File: config.mk
export PLATFORM = sky130hd
export DESIGN_NAME = permutation_bitstream_unranker
export DESIGN_NICKNAME = d
export VERILOG_FILES = /design/src/rtl/core/pbu_pkg.sv /design/src/rtl/core/permutation_bitstream_unranker.sv
export SDC_FILE = /design/constraint.sdc
export NUM_CORES = 1
export LEC_CHECK = 0
export BUFFER_PORTS_ARGS = -buffer_cell sky130_fd_sc_hd__buf_2
export CORE_MARGIN = 2
export CORE_UTILIZATION = 40
export CTS_CLUSTER_DIAMETER = 40
export DETAILED_ROUTE_END_ITERATION = 12
export GPL_ROUTABILITY_DRIVEN = 0
export PLACE_DENSITY_LB_ADDON = 0.15
export REMOVE_ABC_BUFFERS = 1
export SYNTH_ARGS = -nofsm -noshare
export SYNTH_HDL_FRONTEND = slang
export SYNTH_SLANG_ARGS = --single-unit
File: constraint.sdc
create_clock -name clk -period 7.29 [get_ports clk]
set_input_delay 1.0935 -clock clk [delete_from_list [all_inputs] [get_ports clk]]
set_output_delay 1.0935 -clock clk [all_outputs]
set_load 0.02 [all_outputs]
File: src/rtl/core/pbu_pkg.sv
// Shared types and constants for the permutation bitstream unranker.
package pbu_pkg;

  localparam int CARD_COUNT  = 52;
  localparam int CARD_W      = 6;
  localparam int START_WIDTH = 6;
  localparam int MAX_RESULTS = 6;
  localparam int BYTE_W      = 8;

  localparam int CHUNK_W     = 8;
  localparam int CHUNKS      = (CARD_COUNT + CHUNK_W - 1) / CHUNK_W;
  localparam int PAD_W       = CHUNKS * CHUNK_W;
  localparam int CHUNK_IDX_W = (CHUNKS > 1) ? $clog2(CHUNKS) : 1;
  localparam int EMIT_W      = $clog2(CARD_COUNT + 1);

  // A deck whose size is a power of two starts one bit narrower.
  localparam int FIRST_WIDTH =
      ((CARD_COUNT & (CARD_COUNT - 1)) == 0) ? START_WIDTH - 1 : START_WIDTH;

  typedef struct packed {
    logic [BYTE_W-1:0] data_byte;
    logic              first_of_record;
  } in_word_t;

  typedef struct packed {
    logic [CARD_W-1:0] card_index;
    logic [CARD_W-1:0] card_position;
    logic              deck_done;
    logic              out_of_range;
    logic              last_of_burst;
  } out_word_t;

  function automatic logic [PAD_W-1:0] all_cards();
    logic [PAD_W-1:0] r;
    for (int i = 0; i < PAD_W; i++) begin
      r[i] = (i < CARD_COUNT);
    end
    return r;
  endfunction

endpackage

File: src/rtl/core/permutation_bitstream_unranker.sv
// Permutation unranker: record bytes in, one word per decoded card out.
//
//   channel  | valid       | stall       | payload
//   ---------+-------------+-------------+------------------------------
//   byte in  | byte_valid  | byte_stall  | byte_word (in_word_t)
//   card out | card_valid  | card_stall  | card_word (out_word_t)
//
// Record bits are taken one per cycle, MSB first, pausing while a card is scanned and
// posted. A byte with no card goes from acceptance to the next through the accept step, the
// bit steps (a first byte carries only bit 0), a step to close the bits and a flush step.
// Each decoded card adds a scan of the available mask, eight indices per cycle, and a put step to post the word.
// Output is card_word plus one pending word; while a held word fills both, the next card
// waits to post and the byte waits in flush. byte_stall is high in reset and while a
// byte is in work. Reset is synchronous; the block then waits for a first byte.
module permutation_bitstream_unranker (
  input  logic              clk,
  input  logic              rst,
  input  logic              byte_valid,
  output logic              byte_stall,
  input  pbu_pkg::in_word_t byte_word,
  output logic              card_valid,
  input  logic              card_stall,
  output pbu_pkg::out_word_t card_word
);
  import pbu_pkg::*;

  typedef enum logic [2:0] {
    S_IDLE,
    S_BITS,
    S_SCAN,
    S_PUT,
    S_FLUSH
  } state_t;

  state_t                 state;
  logic [PAD_W-1:0]       mask;
  logic [EMIT_W-1:0]      emitted;
  logic [CARD_W-1:0]      acc;
  logic [2:0]             taken;
  logic [2:0]             width;
  logic                   finished;
  logic [BYTE_W-1:0]      byte_sr;
  logic [3:0]             bits_left;
  logic [CARD_W-1:0]      tgt;
  logic [CHUNK_IDX_W-1:0] chunk;
  logic [CARD_W-1:0]      last_idx;
  logic [2:0]             res_cnt;
  out_word_t              res_word;
  out_word_t              pend_word;
  logic                   pend_valid;

  logic [CHUNK_W-1:0] chunk_bits;
  logic [3:0]         chunk_cnt;
  logic [2:0]         hit_sel;
  logic [2:0]         top_sel;
  logic               hit;
  logic               scan_end;
  logic [CARD_W-1:0]  pick;
  logic [EMIT_W-1:0]  emitted_next;
  logic [EMIT_W-1:0]  n_left;
  logic               done_next;
  logic               pow2;
  logic [CARD_W-1:0]  acc_next;
  logic [2:0]         taken_next;
  logic               out_free;
  logic               card_load;

  function automatic logic [3:0] popcount8(logic [CHUNK_W-1:0] b);
    logic [3:0] c;
    c = '0;
    for (int i = 0; i < CHUNK_W; i++) begin
      c = c + 4'(b[i]);
    end
    return c;
  endfunction

  function automatic logic [2:0] nth_set(logic [CHUNK_W-1:0] b, logic [3:0] k);
    logic [3:0] seen;
    logic [2:0] r;
    seen = '0;
    r    = '0;
    for (int i = 0; i < CHUNK_W; i++) begin
      if (b[i]) begin
        if (seen == k) r = 3'(i);
        seen = seen + 4'd1;
      end
    end
    return r;
  endfunction

  function automatic logic [2:0] top_set(logic [CHUNK_W-1:0] b);
    logic [2:0] r;
    r = '0;
    for (int i = 0; i < CHUNK_W; i++) begin
      if (b[i]) r = 3'(i);
    end
    return r;
  endfunction

  always_comb begin
    chunk_bits   = CHUNK_W'(mask >> {chunk, 3'b000});
    chunk_cnt    = popcount8(chunk_bits);
    hit          = {2'b00, chunk_cnt} > tgt;
    hit_sel      = nth_set(chunk_bits, tgt[3:0]);
    top_sel      = top_set(chunk_bits);
    scan_end     = hit || (chunk == CHUNK_IDX_W'(CHUNKS - 1));
    if (hit) begin
      pick = CARD_W'({chunk, hit_sel});
    end else if (chunk_bits != '0) begin
      pick = CARD_W'({chunk, top_sel});
    end else begin
      pick = last_idx;
    end
    emitted_next = emitted + EMIT_W'(1);
    done_next    = (emitted_next == EMIT_W'(CARD_COUNT));
    n_left       = EMIT_W'(CARD_COUNT) - emitted_next;
    pow2         = (n_left != '0) && ((n_left & (n_left - EMIT_W'(1))) == '0);
    acc_next     = {acc[CARD_W-2:0], byte_sr[BYTE_W-1]};
    taken_next   = taken + 3'd1;
    out_free     = !card_valid || !card_stall;
    card_load    = pend_valid && out_free &&
                   (((state == S_PUT) && (res_cnt < 3'(MAX_RESULTS))) ||
                    (state == S_FLUSH));
  end

  assign byte_stall = rst || (state != S_IDLE);

  always_ff @(posedge clk) begin
    if (rst) begin
      state      <= S_IDLE;
      mask       <= all_cards();
      emitted    <= '0;
      acc        <= '0;
      taken      <= '0;
      width      <= 3'(START_WIDTH);
      finished   <= 1'b1;
      res_cnt    <= '0;
      pend_valid <= 1'b0;
      card_valid <= 1'b0;
    end else begin
      if (card_load) begin
        card_valid <= 1'b1;
      end else if (out_free) begin
        card_valid <= 1'b0;
      end
      unique case (state)
        S_IDLE: begin
          if (byte_valid) begin
            if (byte_word.first_of_record) begin
              mask      <= all_cards();
              emitted   <= '0;
              finished  <= 1'b0;
              width     <= 3'(FIRST_WIDTH);
              acc       <= '0;
              taken     <= '0;
              byte_sr   <= {byte_word.data_byte[0], {(BYTE_W-1){1'b0}}};
              bits_left <= 4'd1;
              state     <= S_BITS;
            end else if (!finished) begin
              byte_sr   <= byte_word.data_byte;
              bits_left <= 4'(BYTE_W);
              state     <= S_BITS;
            end
          end
        end
        S_BITS: begin
          if (bits_left == '0) begin
            state <= S_FLUSH;
          end else begin
            byte_sr   <= {byte_sr[BYTE_W-2:0], 1'b0};
            bits_left <= bits_left - 4'd1;
            acc       <= acc_next;
            taken     <= taken_next;
            if (taken_next >= width) begin
              tgt      <= acc_next;
              chunk    <= '0;
              last_idx <= '0;
              state    <= S_SCAN;
            end
          end
        end
        S_SCAN: begin
          if (chunk_bits != '0) last_idx <= CARD_W'({chunk, top_sel});
          if (scan_end) begin
            res_word.card_index    <= pick;
            res_word.card_position <= CARD_W'(emitted);
            res_word.deck_done     <= done_next;
            res_word.out_of_range  <= !hit;
            res_word.last_of_burst <= 1'b0;
            mask     <= mask & ~(PAD_W'(1) << pick);
            emitted  <= emitted_next;
            finished <= done_next;
            if (!done_next) begin
              if (pow2 && width != '0) width <= width - 3'd1;
              acc   <= '0;
              taken <= '0;
            end
            state <= S_PUT;
          end else begin
            tgt   <= tgt - {2'b00, chunk_cnt};
            chunk <= chunk + CHUNK_IDX_W'(1);
          end
        end
        S_PUT: begin
          if (res_cnt >= 3'(MAX_RESULTS) || !pend_valid || out_free) begin
            if (res_cnt < 3'(MAX_RESULTS)) begin
              if (pend_valid) begin
                card_word <= pend_word;
              end
              pend_word  <= res_word;
              pend_valid <= 1'b1;
              res_cnt    <= res_cnt + 3'd1;
            end
            if (finished) begin
              state <= S_FLUSH;
            end else if (width == '0) begin
              tgt      <= '0;
              chunk    <= '0;
              last_idx <= '0;
              state    <= S_SCAN;
            end else begin
              state <= S_BITS;
            end
          end
        end
        S_FLUSH: begin
          if (!pend_valid) begin
            res_cnt <= '0;
            state   <= S_IDLE;
          end else if (out_free) begin
            card_word.card_index    <= pend_word.card_index;
            card_word.card_position <= pend_word.card_position;
            card_word.deck_done     <= pend_word.deck_done;
            card_word.out_of_range  <= pend_word.out_of_range;
            card_word.last_of_burst <= 1'b1;
            pend_valid              <= 1'b0;
            res_cnt                 <= '0;
            state                   <= S_IDLE;
          end
        end
        default: state <= S_IDLE;
      endcase
    end
  end

endmodule

* Word level (Yosys, flattened, before mapping)
Index checks and enable logic that the tools add are counted.
Word-level totals: flip-flop bits (word level) 152, bits in latches 0, RAM bits 0, ROM bits 0, bits of input ports 13, output and inout bits 17, memories kept 0
Operators by class: add/sub/neg operators 22, multiply operators 0, divide/modulo/power cells 0, $lt $le $gt $ge 4, equal/unequal tests 31, shifts and indexed selects 2, mux-type cells 113, bitwise operators 4, reduce and logical (&&, ||, !) cells 41
Operators with widths (number):
- $mux 56 | 3
- $mux 3 | 46
- $pmux 56 s2 | 1
- $mux 6 | 13
- $mux 15 | 5
- $and 56x56->56 | 1
- $not 56->56 | 1
- $shl 1x6->56 const A | 1
- $shr 56x6->8 | 1
- $mux 4 | 10
- $pmux 6 s3 | 2
- $mux 8 | 4
- $pmux 15 s2 | 1
- $eq 4x4->1 | 7
- $add 4x1->4 const B | 6
- $ne 2x2->1 const B | 12
- $pmux 3 s3 | 2
- $reduce_and 6->1 | 3
- $add 4x1->4 | 4
- $pmux 8 s2 | 1
- $mux 5 | 3
- $pmux 3 s5 | 1
- $pmux 5 s3 | 1
- $reduce_and 7->1 | 2
- 42 further kinds | 86

* Longest topological paths before layout
Gate-level depths: netlist of run 1.
word-level depth 23, depth in mapped cells 31, depth with buffers taken out 27

* Least setup slack after synthesis of run 1
OpenSTA, ideal clock, no wires.
kind flip-flop to flip-flop, from reg chunk[0], to reg mask[20], setup time 122 ps, arrival 6414 ps, data required time 7168 ps, slack 754 ps, cell stages (with the launch flop) 25, buffers on the path 4, cell sequence edfxtp_1 buf_6 buf_6 buf_2 mux4_2 mux2_2 inv_1 fa_1 inv_1 fa_1 inv_1 fa_1 inv_1 ha_1 fa_1 inv_1 fa_1 a21o_1 a21oi_1 and2_1 clkbuf_1 nor2_8 mux2_4 or4_1 o32a_1
Between the ends: elaborated cells between the ends (all ways) 62, those cells by class add/sub: 13; order compare: 1; eq/ne: 9; shift: 2; mux: 32; bitwise: 2; reduce/logical: 3
RTL lines:
- start: declaration | line permutation_bitstream_unranker.sv:45 | logic [CHUNK_IDX_W-1:0] chunk;
- start signal: assignment | line permutation_bitstream_unranker.sv:201 | chunk <= chunk + CHUNK_IDX_W'(1);
- $shr 56x6->8 | line permutation_bitstream_unranker.sv:101 | chunk_bits = CHUNK_W'(mask >> {chunk, 3'b000});
- $add 1x1->2 | line permutation_bitstream_unranker.sv:72 | c = c + 4'(b[i]);
- $add 2x1->3 | line permutation_bitstream_unranker.sv:72
- $add 3x1->4 | line permutation_bitstream_unranker.sv:72
- $add 4x1->4 (4 in series) | line permutation_bitstream_unranker.sv:72
- $gt 4x6->1 | line permutation_bitstream_unranker.sv:103 | hit = {2'b00, chunk_cnt} > tgt;
- $mux 6 (*) | line permutation_bitstream_unranker.sv:107 | if (hit) begin
- named net pick[3] | line permutation_bitstream_unranker.sv:58 | logic [CARD_W-1:0] pick;
- $shl 1x6->56 (*) | line permutation_bitstream_unranker.sv:190 | mask <= mask & ~(PAD_W'(1) << pick);
- $not 56->56 (*) | line permutation_bitstream_unranker.sv:190
- $and 56x56->56 (*) | line permutation_bitstream_unranker.sv:190
- $mux 56 (*) | line permutation_bitstream_unranker.sv:184 | if (scan_end) begin
- $pmux 56 s2 (*) | line permutation_bitstream_unranker.sv:146 | unique case (state)
- end signal: assignment | line permutation_bitstream_unranker.sv:131 | mask <= all_cards();
- end signal: assignment | line permutation_bitstream_unranker.sv:150 | mask <= all_cards();
- end signal: assignment | line permutation_bitstream_unranker.sv:190
- end: declaration | line permutation_bitstream_unranker.sv:36 | logic [PAD_W-1:0] mask;
Mark *: on every way through the listed nets, which the timed path passes. The rest lies on a longest branch. The select of a mux whose other input is x is not followed. A chain may end at the register's enable or synchronous reset.

* Worst setup path after layout of run 1
from reg chunk[1], to reg mask[8]
Between the ends: longest elaborated chain between the ends 23, elaborated cells between the ends (all ways) 62, those cells by class add/sub: 13; order compare: 1; eq/ne: 9; shift: 2; mux: 32; bitwise: 2; reduce/logical: 3
RTL lines:
- $shr 56x6->8 | line permutation_bitstream_unranker.sv:101
- $mux 1 | line permutation_bitstream_unranker.sv:83 | if (b[i]) begin
- $add 4x1->4 / $eq 4x4->1 (equally long branches) | line permutation_bitstream_unranker.sv:85, permutation_bitstream_unranker.sv:84
- $mux 4 / $mux 1 (equally long branches) | line permutation_bitstream_unranker.sv:83, permutation_bitstream_unranker.sv:84
- $add 4x1->4 (tied with other cells) | line permutation_bitstream_unranker.sv:85 | seen = seen + 4'd1;
- $mux 4 / $mux 3 (equally long branches) | line permutation_bitstream_unranker.sv:83, permutation_bitstream_unranker.sv:84
- $add 4x1->4 (tied with other cells) | line permutation_bitstream_unranker.sv:85
- $mux 4 / $mux 3 (equally long branches) | line permutation_bitstream_unranker.sv:83, permutation_bitstream_unranker.sv:84
- [... 7 more ...]
- $mux 3 | line permutation_bitstream_unranker.sv:84 | if (seen == k) r = 3'(i);
- $mux 3 | line permutation_bitstream_unranker.sv:83
- $mux 6 | line permutation_bitstream_unranker.sv:107
- $shl 1x6->56 | line permutation_bitstream_unranker.sv:190
- $not 56->56 | line permutation_bitstream_unranker.sv:190
- $and 56x56->56 | line permutation_bitstream_unranker.sv:190
- $mux 56 | line permutation_bitstream_unranker.sv:184
- $pmux 56 s2 | line permutation_bitstream_unranker.sv:146
Parallel ways exist; a longest one is shown, timed or not. The select of a mux whose other input is x is not followed.

==> results of run 1 <==
path summary, 6_finish.rpt:
kind	startpoint	end	slack [ns]	cells past startpoint
worst max-delay path	chunk[1]	mask[8]	0.47	24
worst min-delay path	pend_word[3]	card_word[3]	0.42	0
worst max register to register	chunk[1]	mask[8]	0.47	24
worst min register to register	pend_word[3]	card_word[3]	0.42	0
report_power, final:
group          internal [mW]  switching [mW]
sequential             0.977          0.0562
combinational          0.597           0.917
clock                  0.608           0.343
flip-flops by register name (all words and copies together) (netlist names), 4 cells and up:
signal and flops:
tgt 6, last_idx 6, acc 5, mask 56, res_word 14, bits_left 4, emitted 6, card_word 15
pend_word 14, byte_sr 8
synth_stat cells, types with 8 or more instances:
cell,number,share of area (%)
clkbuf_1,24,1.1
xor2_1,15,1.7
nor2_1,77,3.7
xnor2_1,28,3.1
a31oi_1,8,0.63
o22a_1,23,2.6
buf_2,10,0.63
ha_1,29,4.6
nand3_1,23,1.5
and3_1,9,0.71
mux2i_1,25,3.2
dfxtp_1,82,21
edfxtp_1,70,27
nor3_1,10,0.63
a21oi_1,52,3.3
nor4_1,9,0.71
nand2b_1,10,0.79
nand2_1,67,3.2
o21ai_0,20,1.3
inv_1,43,2.0
final cells by class:
cell class                 instances  share of cell area [%]
sequential                       152                    41.7
tap                              265                    3.70
timing repair buffer              48                    3.21
inverter                          44                    1.84
clock inverter                    12                    2.23
multi-input combinational        538                    42.4
clock buffer                      20                    4.87
worst max-delay path: stages (launching register included):
cell and delay, ns:
edfxtp_1 0.59, nor2b_1 0.36, nand2_1 0.08, o21ai_0 0.12, mux2i_1 0.23, fa_1 0.59, inv_1 0.06, fa_1 0.53
inv_1 0.05, fa_1 0.54, inv_1 0.05, ha_1 0.23, fa_1 0.50, inv_1 0.07, fa_1 0.42, a21o_1 0.18
a21oi_1 0.20, and2_1 0.33, a21oi_1 0.13, nand2b_1 0.19, nand2_1 0.14, nand2_1 0.11, or3b_2 0.58, nand2b_1 0.23
o22a_1 0.21
layout by cell type (no fill, tap or decap), types with 4 or more instances in the layout:
cell        n
a21o_1      7
a21oi_1    52
a31oi_1     8
and2_1      6
and3_1      9
buf_2      29
buf_4      19
bufinv_16   5
clkbuf_16  17
dfxtp_1    82
edfxtp_1   70
fa_1        5
ha_1       29
inv_1      43
mux2i_1    25
mux4_2      4
nand2_1    67
nand2b_1   10
nand3_1    23
nand3b_1    7
nor2_1     77
nor2b_1     5
nor3_1     10
nor4_1      7
o21ai_0    20
o221ai_1    4
o22a_1     23
o311a_1     4
o32a_1      6
or3_1       4
or4_1       4
xnor2_1    28
xor2_1     15
metal layers:
metal | vias to the layer above | share of wire [%]
met5 | - | 0
met3 | 19 | 3.4
li1 | 2854 | -
met2 | 108 | 47
met1 | 2847 | 48
met4 | 0 | 1.4
through the flow:
step	worst slack, ns	area, um^2	cells
2_1_floorplan	0.272	7700	734
3_3_place_gp	0.602	8330	1047
3_5_place_dp	0.493	8330	1047
4_1_cts	0.461	8970	1079
5_1_grt	0.00512	8970	1079
6_report	0.465	8970	1079
cell families (layout without fill, tap and decap cells):
group	after synthesis	count (layout)	share of synthesized area, %
AOI/OAI and AO/OA	169	169	15.4
xor gates and xnor gates	46	46	5.57
adders and majority gates	34	34	5.87
buffers and inverters	83	124	4.54
DFF	152	152	47.5
muxes	33	33	5.08
and+or+nand+nor	256	256	16.1
==> impl_results.rst, run 1 <==
.. list-table::
   :header-rows: 1

   * - Metric
     - Value
   * - Clock tree from TritonCTS
     - done
   * - Achievable clock frequency
     - 147 MHz
   * - Crit path required time
     - ~7.6 ns
   * - Ys async rst share
     - 0%
   * - Measured slew at the worst slew-check pin
     - 1.19 ns
   * - Met3 track utilization from global routing
     - roughly 3.8%
   * - Peak ir drop on the vdd network
     - between 0.2 and 0.3 mV
   * - RSZ-0062 raised after global routing
     - no
   * - Clock buffers created by TritonCTS
     - 17
   * - Global Route met2 Usage
     - a little under a third
   * - Detailed Route WL
     - 18100 um
   * - Initial DRC Count
     - 408
   * - Static leakage
     - 3.45 nW
   * - DIE WIDTH
     - 144 um
   * - CP startpoint kind
     - flip-flop
   * - Mapped cell area
     - 7890 um^2
   * - Number of rows in the core area
     - 51
   * - Global-route wire length before repair
     - 30000 um
   * - Sequential cell area
     - 3740 um^2
   * - Count of final setup violators
     - 0
   * - Synthesized instance count
     - 773
   * - DR vias
     - approximately 6000
   * - Warnings from Yosys
     - 0
   * - Ant. Diodes
     - 0
   * - Count of unresolved DRC violations after routing
     - 0
   * - Hold violation total from the final report
     - 0
   * - Clock root buffer
     - clkbuf_16
   * - Time the worst path needs with I/O delays and setup
     - 6.82 ns
   * - Total number of clock tree sinks
     - 152
   * - Setup skew after layout
     - 0.0152 ns
   * - GRT Residual Overflow
     - 0
   * - Main synth FF type
     - dfxtp_1
   * - Die Footprint
     - 20900 um^2
   * - Area used by multi-input combinational logic
     - roughly 3800 um^2
   * - Register area share after synthesis
     - 47.5%
   * - Overall global routing resource usage
     - 18.6%
   * - Yosys cell types
     - 85
   * - Die Span Y
     - 144 um
   * - Power density over cell area
     - 390 nW/um^2
   * - Clk slew on worst S/H paths
     - 0.06 ns
   * - Via density
     - 5.40
   * - Hold crit path type
     - flip-flop to flip-flop
   * - DP Wirelength
     - 13300 um
   * - Count of buffers inserted at the top-level ports
     - 29
   * - Total number of nets in the final design
     - 848
   * - Max Cap Viol
     - 0
   * - Core footprint
     - 19400 um^2
   * - Number of slew-limit violations in the final report
     - 0
   * - Run status
     - finished clean
   * - Total power
     - between 3 and 4 mW
   * - Starting density of the core
     - 40.7%
   * - Critical Path Sink Type
     - flip-flop
   * - Smallest hold slack
     - 0.417 ns
   * - Vias in the first global route
     - slightly below 6000
   * - Global route hottest layer
     - met2
   * - Post-Route Setup TNS
     - 0 ns
   * - Routed length per instance
     - approximately 17 um
   * - Antenna violations before repair
     - 0
   * - Hold-fix buffers, CTS
     - 0
   * - Post-synthesis average cell area
     - about 10 um^2
   * - Core Util, Final
     - 46.2%
   * - Number of detailed-route iterations in the first pass
     - 5
   * - Global routing usage on met1
     - ~25%
   * - Worst-path fanout max
     - 11
   * - Total of cells resized after clock tree synthesis
     - 0
   * - Number of antenna-violating nets in the routed design
     - 0
   * - Final period util
     - 93.6%
   * - Type of the worst setup path
     - flip-flop to flip-flop
   * - Pin count of the biggest net entering global routing
     - 54
   * - Data arrival at the endpoint of the critical path
     - 7.14 ns
   * - Setup Fix Bufs, Post-CTS
     - 0
   * - Ratio of cells with drive above 1 in the final layout
     - between 10% and 20%
   * - H-tree Lvls
     - 4
   * - # fillers
     - 1850
   * - Maximum clock insertion buffer count
     - 2
   * - # IOs
     - 30
   * - Worst slew slack as a fraction of its limit
     - between 15 and 20%
   * - Count of flip-flops with a built-in enable after synthesis
     - 70
   * - Clk_lat worst skew
     - 0.43 ns
   * - Synth-to-Final Area Change
     - 13.7%
   * - FF+latch count, synth
     - ~150
(Power assumes the default switching activity.)
==> run 2, diff against run 1 <==
--- a/config.mk
+++ b/config.mk
@@ -6,7 +6,7 @@
 export NUM_CORES = 1
 export LEC_CHECK = 0
 export BUFFER_PORTS_ARGS = -buffer_cell sky130_fd_sc_hd__buf_2
-export CORE_MARGIN = 2
+export CORE_MARGIN = 3
 export CORE_UTILIZATION = 40
 export CTS_CLUSTER_DIAMETER = 40
 export DETAILED_ROUTE_END_ITERATION = 12
==> run 2 against run 1 <==
Maximum frequency is essentially flat. Largest power group unchanged. Hold slack barely moved. Clock skew shrank 0.0036 ns. Via count up 1.7%. Register-to-register slack about the same. Wire length is 1.0% higher. Total power down 2.0%. Setup slack improved by 0.0054 ns. Sequential cell count stayed put. Design area decreased by 0.15%. First-iteration DRC count is 5.4% lower. Global-route usage down 1.2 points.
==> impl_results.rst, run 2 (synthesis gave the netlist of run 1 again) <==
.. list-table::
   :header-rows: 1

   * - Metric
     - Value
   * - Worst Setup Slack, final
     - about 0.47 ns
   * - Achievable clock frequency
     - ~150 MHz
   * - DIE WIDTH
     - 146 um
   * - Flip-flop count of the largest register, all copies and words added
     - between 50 and 60
   * - Die Span Y
     - 146 um
   * - Crit path required time
     - 7.59 ns
   * - Initial DRC Count
     - 386
   * - Core footprint
     - approximately 19000 um^2
   * - # fillers
     - 1803
   * - Measured slew at the worst slew-check pin
     - 1.15 ns
   * - Cell-by-cell listing of the critical path
     - mux2i_1, o221ai_1, and2_1, inv_1, fa_1, inv_1, fa_1, inv_1, fa_1, inv_1, ha_1, fa_1, inv_1, fa_1, a21o_1, a21oi_1, and2_1, nor2_8, mux2i_1, nand2_1, or3b_2, nand2b_1, o22a_1
   * - Static leakage
     - 3.44 nW
   * - Ant. Diodes
     - 0
   * - Overall global routing resource usage
     - 17.4%
   * - Count of unresolved DRC violations after routing
     - 0
   * - Clk slew on worst S/H paths
     - 0.06 ns
   * - Critical Path Slowest Stage Cell
     - edfxtp_1
   * - Global-route wire length before repair
     - 30200 um
   * - Via density
     - ~5.5
   * - Sequential cell area
     - 3740 um^2
   * - Post-Place Worst Slack
     - 0.351 ns
   * - Count of buffers inserted at the top-level ports
     - 29
   * - Ratio of cells with drive above 1 in the final layout
     - ~14%
   * - Starting density of the core
     - 41.5%
   * - CP startpoint kind
     - flip-flop
   * - Worst-path fanout max
     - 16
   * - Max Cap Viol
     - 0
   * - Commonest cells after routing, fill and taps aside
     - 82 x dfxtp_1, 77 x nor2_1, 70 x edfxtp_1
   * - Most common cell after layout, fill and taps aside
     - dfxtp_1
   * - Type of the worst setup path
     - flip-flop to flip-flop
   * - DR vias
     - roughly 6000
   * - Worst slew slack as a fraction of its limit
     - 22.8%
   * - Setup skew after layout
     - 0.0116 ns
   * - Pin count of the biggest net entering global routing
     - 53
   * - Peak ir drop on the vdd network
     - about 0.3 mV
   * - Hold crit path type
     - flip-flop to flip-flop
   * - Number of detailed-route iterations in the first pass
     - 5
   * - DP Wirelength
     - 13400 um
   * - Final period util
     - between 90% and 100%
   * - Clk_lat worst skew
     - 0.42 ns
   * - GRT Residual Overflow
     - 0
   * - Number of rows in the core area
     - 50
   * - Total number of nets in the final design
     - 852
   * - Detailed Route WL
     - around 18000 um
   * - Clock tree from TritonCTS
     - done
   * - Clock buffers created by TritonCTS
     - 17
   * - Data arrival at the endpoint of the critical path
     - 7.12 ns
   * - Critical Path Sink Type
     - flip-flop
   * - Vias in the first global route
     - between 5000 and 6000
   * - Smallest hold slack
     - 0.417 ns
   * - Time the worst path needs with I/O delays and setup
     - 6.82 ns
   * - Routed length per instance
     - 16.9 um
   * - H-tree Lvls
     - 4
   * - Area used by multi-input combinational logic
     - 3810 um^2
   * - Post-Layout Cell Count
     - roughly 1100
   * - Count of final setup violators
     - 0
   * - Maximum clock insertion buffer count
     - 2
   * - Power density over cell area
     - 383 nW/um^2
   * - Number of instances in the placed design
     - 1042
   * - Hold violation total from the final report
     - 0
   * - Largest registers
     - mask (56), card_word (15)
   * - Total number of clock tree sinks
     - 152
   * - Antenna violations before repair
     - 0
   * - Worst stage delay on the critical path
     - 0.75 ns
   * - Number of antenna-violating nets in the routed design
     - 0
   * - Die Footprint
     - 21400 um^2
   * - Number of slew-limit violations in the final report
     - 0
   * - Clock root buffer
     - clkbuf_16
   * - # IOs
     - 30
   * - Run status
     - finished clean
   * - Register with the most flip-flops
     - mask
   * - Synth-to-Final Area Change
     - 13.5%
run 2: cell types whose count changed in the layout (fill, tap and decap cells not counted), sizes merged:
cell and change:
clkinvlp +4, bufinv -2, buf +4, clkinv -2
run 2: path summary, 6_finish.rpt:
kind                                    from            end  slack (ns)  cells past startpoint
worst max-delay path                chunk[1]        mask[9]        0.47                     23
worst min-delay path            res_word[12]  pend_word[12]        0.42                      0
worst min register to register  res_word[12]  pend_word[12]        0.42                      0
worst max register to register      chunk[1]        mask[9]        0.47                     23
run 2: routing by layer:
metal  wire length [um]  vias up  GRT usage (%)  share of wire (%)
met5                  0        -              0                  0
met4                316        0           5.55                1.7
met3                968       26           4.47                5.3
met2               8460      152           27.4                 46
met1               8510     2887           23.6                 47
li1                   -     2863              -                  -
run 2: area by class of cell:
type                    instances  area share (%)
flip-flops and latches        152            41.8
well taps                     260            3.63
clock inverters                12            1.68
multi-input cells             538            42.5
repair buffers                 52            3.55
clock buffers                  20            4.99
inverters                      44            1.84
run 2: repair_timing:
action / CTS / global route
hold buffers: 0 / 0
setup endpoints to repair: 0 / 34
setup buffers: 0 / 4
resized for setup: 0 / 1
endpoints found under the hold margin: 0 / 0
run 2: power breakdown:
group | internal [mW] | leakage [nW] | switching [mW] | total, mW
clock network | 0.545 | 0.278 | 0.338 | 0.883
registers | 0.977 | 1.31 | 0.0565 | 1.03
logic | 0.593 | 1.86 | 0.918 | 1.51
total | 2.12 | 3.44 | 1.31 | 3.43
run 2: metrics by stage:
stage | utilization, % | power (mW) | setup TNS (ns) | instance area [um^2]
after floorplan | - | 2.13 | 0 | 7700
after global placement | 43.8 | 2.51 | 0 | 8330
after detailed placement | 43.8 | 2.54 | 0 | 8330
after CTS | 46.9 | 3.44 | 0 | 8920
after global routing | 47.1 | 3.68 | -0.00853 | 8960
final | 47.1 | 3.43 | 0 | 8960
run 2: critical path, delay by kind of cell, from the launching register on:
family / cells / cell delay, ns
flip-flops: 1 / 0.75
AND/OR/NAND/NOR: 6 / 1.57
adder cells (fa/ha/maj): 6 / 2.69
buffers and inverters: 5 / 0.30
multiplexers: 2 / 0.47
AO/OA/AOI/OAI: 4 / 0.92
==> run 3, diff against run 2 <==
--- a/config.mk
+++ b/config.mk
@@ -12,7 +12,6 @@
 export DETAILED_ROUTE_END_ITERATION = 12
 export GPL_ROUTABILITY_DRIVEN = 0
 export PLACE_DENSITY_LB_ADDON = 0.15
-export REMOVE_ABC_BUFFERS = 1
 export SYNTH_ARGS = -nofsm -noshare
 export SYNTH_HDL_FRONTEND = slang
 export SYNTH_SLANG_ARGS = --single-unit
==> run 3 against run 2 <==
Setup slack gained 0.028 ns. Critical path depth increased by 5. Core utilization decreased by 0.22 points. Final cell count down 0.19%. Sequential power about the same. Die area did not move. Clock skew fell by 0.0037 ns. Combinational power hardly changed. Maximum frequency is 0.41% higher. First-iteration DRC count rose by 48%. Count of clock-buffer cells in the layout shrank 3.
==> impl_results.rst, run 3 (synthesis gave the netlist of run 1 again) <==
.. list-table::
   :header-rows: 1

   * - Metric
     - Value
   * - Run status
     - finished clean
   * - Nets in the synthesized netlist
     - 820
   * - Reg2reg end
     - mask[48]
   * - Ant. Diodes
     - 0
   * - # fillers
     - 1807
   * - Initial DRC Count
     - 570
   * - DR vias
     - ~6000
   * - Hold-fix buffers, CTS
     - 0
   * - Flop-to-flop setup slack
     - 0.50 ns
   * - Crit path required time
     - approximately 7.6 ns
   * - Bufs and invs on worst path
     - 6
   * - Commonest cells after routing, fill and taps aside
     - 82 x dfxtp_1, 77 x nor2_1, 70 x edfxtp_1
   * - Synth-to-Final Area Change
     - 13.0%
   * - RSZ-0062 raised after global routing
     - no
   * - Hold violation total from the final report
     - 0
   * - Post-Route Setup TNS
     - 0 ns
   * - Count of unresolved DRC violations after routing
     - 0
   * - Die Span Y
     - 146 um
   * - Count of final setup violators
     - 0
   * - H-tree Lvls
     - 4
   * - Worst-path fanout max
     - 18
   * - Measured slew at the worst slew-check pin
     - 1.24 ns
   * - Count of buffers inserted at the top-level ports
     - 29
   * - Setup skew after layout
     - around 0.0079 ns
   * - Clk slew on worst S/H paths
     - approximately 0.06 ns
   * - Die Footprint
     - 21400 um^2
   * - R2R Path Start
     - chunk[0]
   * - Critical Path Sink Type
     - flip-flop
   * - Number of detailed-route iterations in the first pass
     - 5
   * - Ratio of cells with drive above 1 in the final layout
     - 14.2%
   * - # IOs
     - 30
   * - GRT Residual Overflow
     - 0
   * - Routed length per instance
     - about 17 um
   * - Clock buffers created by TritonCTS
     - 17
   * - Overall global routing resource usage
     - 17.5%
   * - Flip-flop count of the largest register, all copies and words added
     - 56
   * - Clock tree from TritonCTS
     - done
   * - Sequential cell area
     - ~3700 um^2
   * - Via density
     - 5.57
   * - Total number of nets in the final design
     - 850
   * - Clk_lat worst skew
     - around 0.42 ns
   * - Final period util
     - just over 90%
   * - Smallest hold slack
     - 0.418 ns
   * - CP dominant cell by count
     - ha_1
   * - Crit. Startpoint
     - chunk[0]
   * - Data arrival at the endpoint of the critical path
     - 7.09 ns
   * - Register with the most flip-flops
     - mask
   * - Static leakage
     - 3.43 nW
   * - Core footprint
     - between 15000 and 20000 um^2
   * - Global-route wire length before repair
     - 30300 um
   * - Total number of clock tree sinks
     - 152
   * - Number of antenna-violating nets in the routed design
     - 0
   * - Antenna violations before repair
     - 0
   * - DP Wirelength
     - 13400 um
   * - Hold crit path type
     - flip-flop to flip-flop
   * - Clock root buffer
     - clkbuf_16
   * - CP startpoint kind
     - flip-flop
   * - Largest registers
     - mask (56), card_word (15)
   * - Power density over cell area
     - about 380 nW/um^2
   * - Category of cells accounting for the largest share of critical-path delay
     - compound AO/OA/AOI/OAI gates
   * - Critical Path Slowest Stage Cell
     - a41o_1
   * - Starting density of the core
     - between 40% and 50%
   * - Area used by multi-input combinational logic
     - 3810 um^2
   * - Detailed Route WL
     - between 15000 and 20000 um
   * - Peak ir drop on the vdd network
     - approximately 0.25 mV
   * - Type of the worst setup path
     - flip-flop to flip-flop
   * - Most common cell after layout, fill and taps aside
     - dfxtp_1
   * - Max Cap Viol
     - 0
   * - DIE WIDTH
     - 146 um
   * - Worst stage delay on the critical path
     - 0.65 ns
   * - Time the worst path needs with I/O delays and setup
     - 6.79 ns
   * - Maximum clock insertion buffer count
     - 2
   * - Hold depth
     - 0
   * - Number of slew-limit violations in the final report
     - 0
   * - Worst slew slack as a fraction of its limit
     - 16.5%
   * - Number of rows in the core area
     - 50
   * - R2R depth
     - 28
   * - Last element of the critical path
     - mask[48]
   * - Depth of the critical timing path with buffers and inverters included
     - 28
   * - Vias in the first global route
     - 5862
   * - Pin count of the biggest net entering global routing
     - 54
   * - Achievable clock frequency
     - 147 MHz
[run 3: through the flow]
| step | cell area (um^2) | util (%) | cells | power, mW | setup WS [ns] |
|---|---|---|---|---|---|
| final | 8920 | 46.9 | 1076 | 3.39 | 0.499 |
| after global routing | 8920 | 46.9 | 1076 | 3.61 | 0.0496 |
| after CTS | 8870 | 46.6 | 1070 | 3.39 | 0.373 |
| after detailed placement | 8300 | 43.6 | 1038 | 2.53 | 0.396 |
| after global placement | 8300 | 43.6 | 1038 | 2.50 | 0.526 |
| after floorplan | 7890 | - | 773 | 2.18 | 0.754 |
[run 3: power by group]
group	leakage (nW)	total [mW]	switching, mW	internal [mW]
clock network	0.271	0.850	0.373	0.477
registers	1.31	1.03	0.0560	0.977
logic	1.85	1.50	0.909	0.593
total	3.43	3.39	1.34	2.05
[run 3: worst min-delay path by stage]
stage	from	endpoint	slack (ns)
finish	res_word[5]	pend_word[5]	0.42
global route	res_word[12]	pend_word[12]	0.42
CTS	res_word[5]	pend_word[5]	0.42
detailed placement	pend_word[8]	card_word[8]	0.40
global placement	pend_word[6]	card_word[6]	0.40
floorplan	pend_word[10]	card_word[10]	0.40
[run 3: area by class of cell]
class / instances / area share, %
clock buffer: 17 / 4.77
clock inverter: 15 / 1.60
sequential: 152 / 42.0
timing repair buffer: 50 / 3.40
inverter: 44 / 1.85
multi-input combinational: 538 / 42.7
tap: 260 / 3.65
[run 3: per-layer routing]
metal,up-vias,track usage (%),wire (um)
met5,-,0,0
met4,0,5.97,421
met3,35,4.00,984
met2,164,27.5,8350
met1,2927,23.9,8630
li1,2866,-,-
[run 3: timing repair]
action | in CTS | in global routing
resized for setup | 0 | 1
setup endpoints to repair | 0 | 32
buffers inserted | 0 | 6
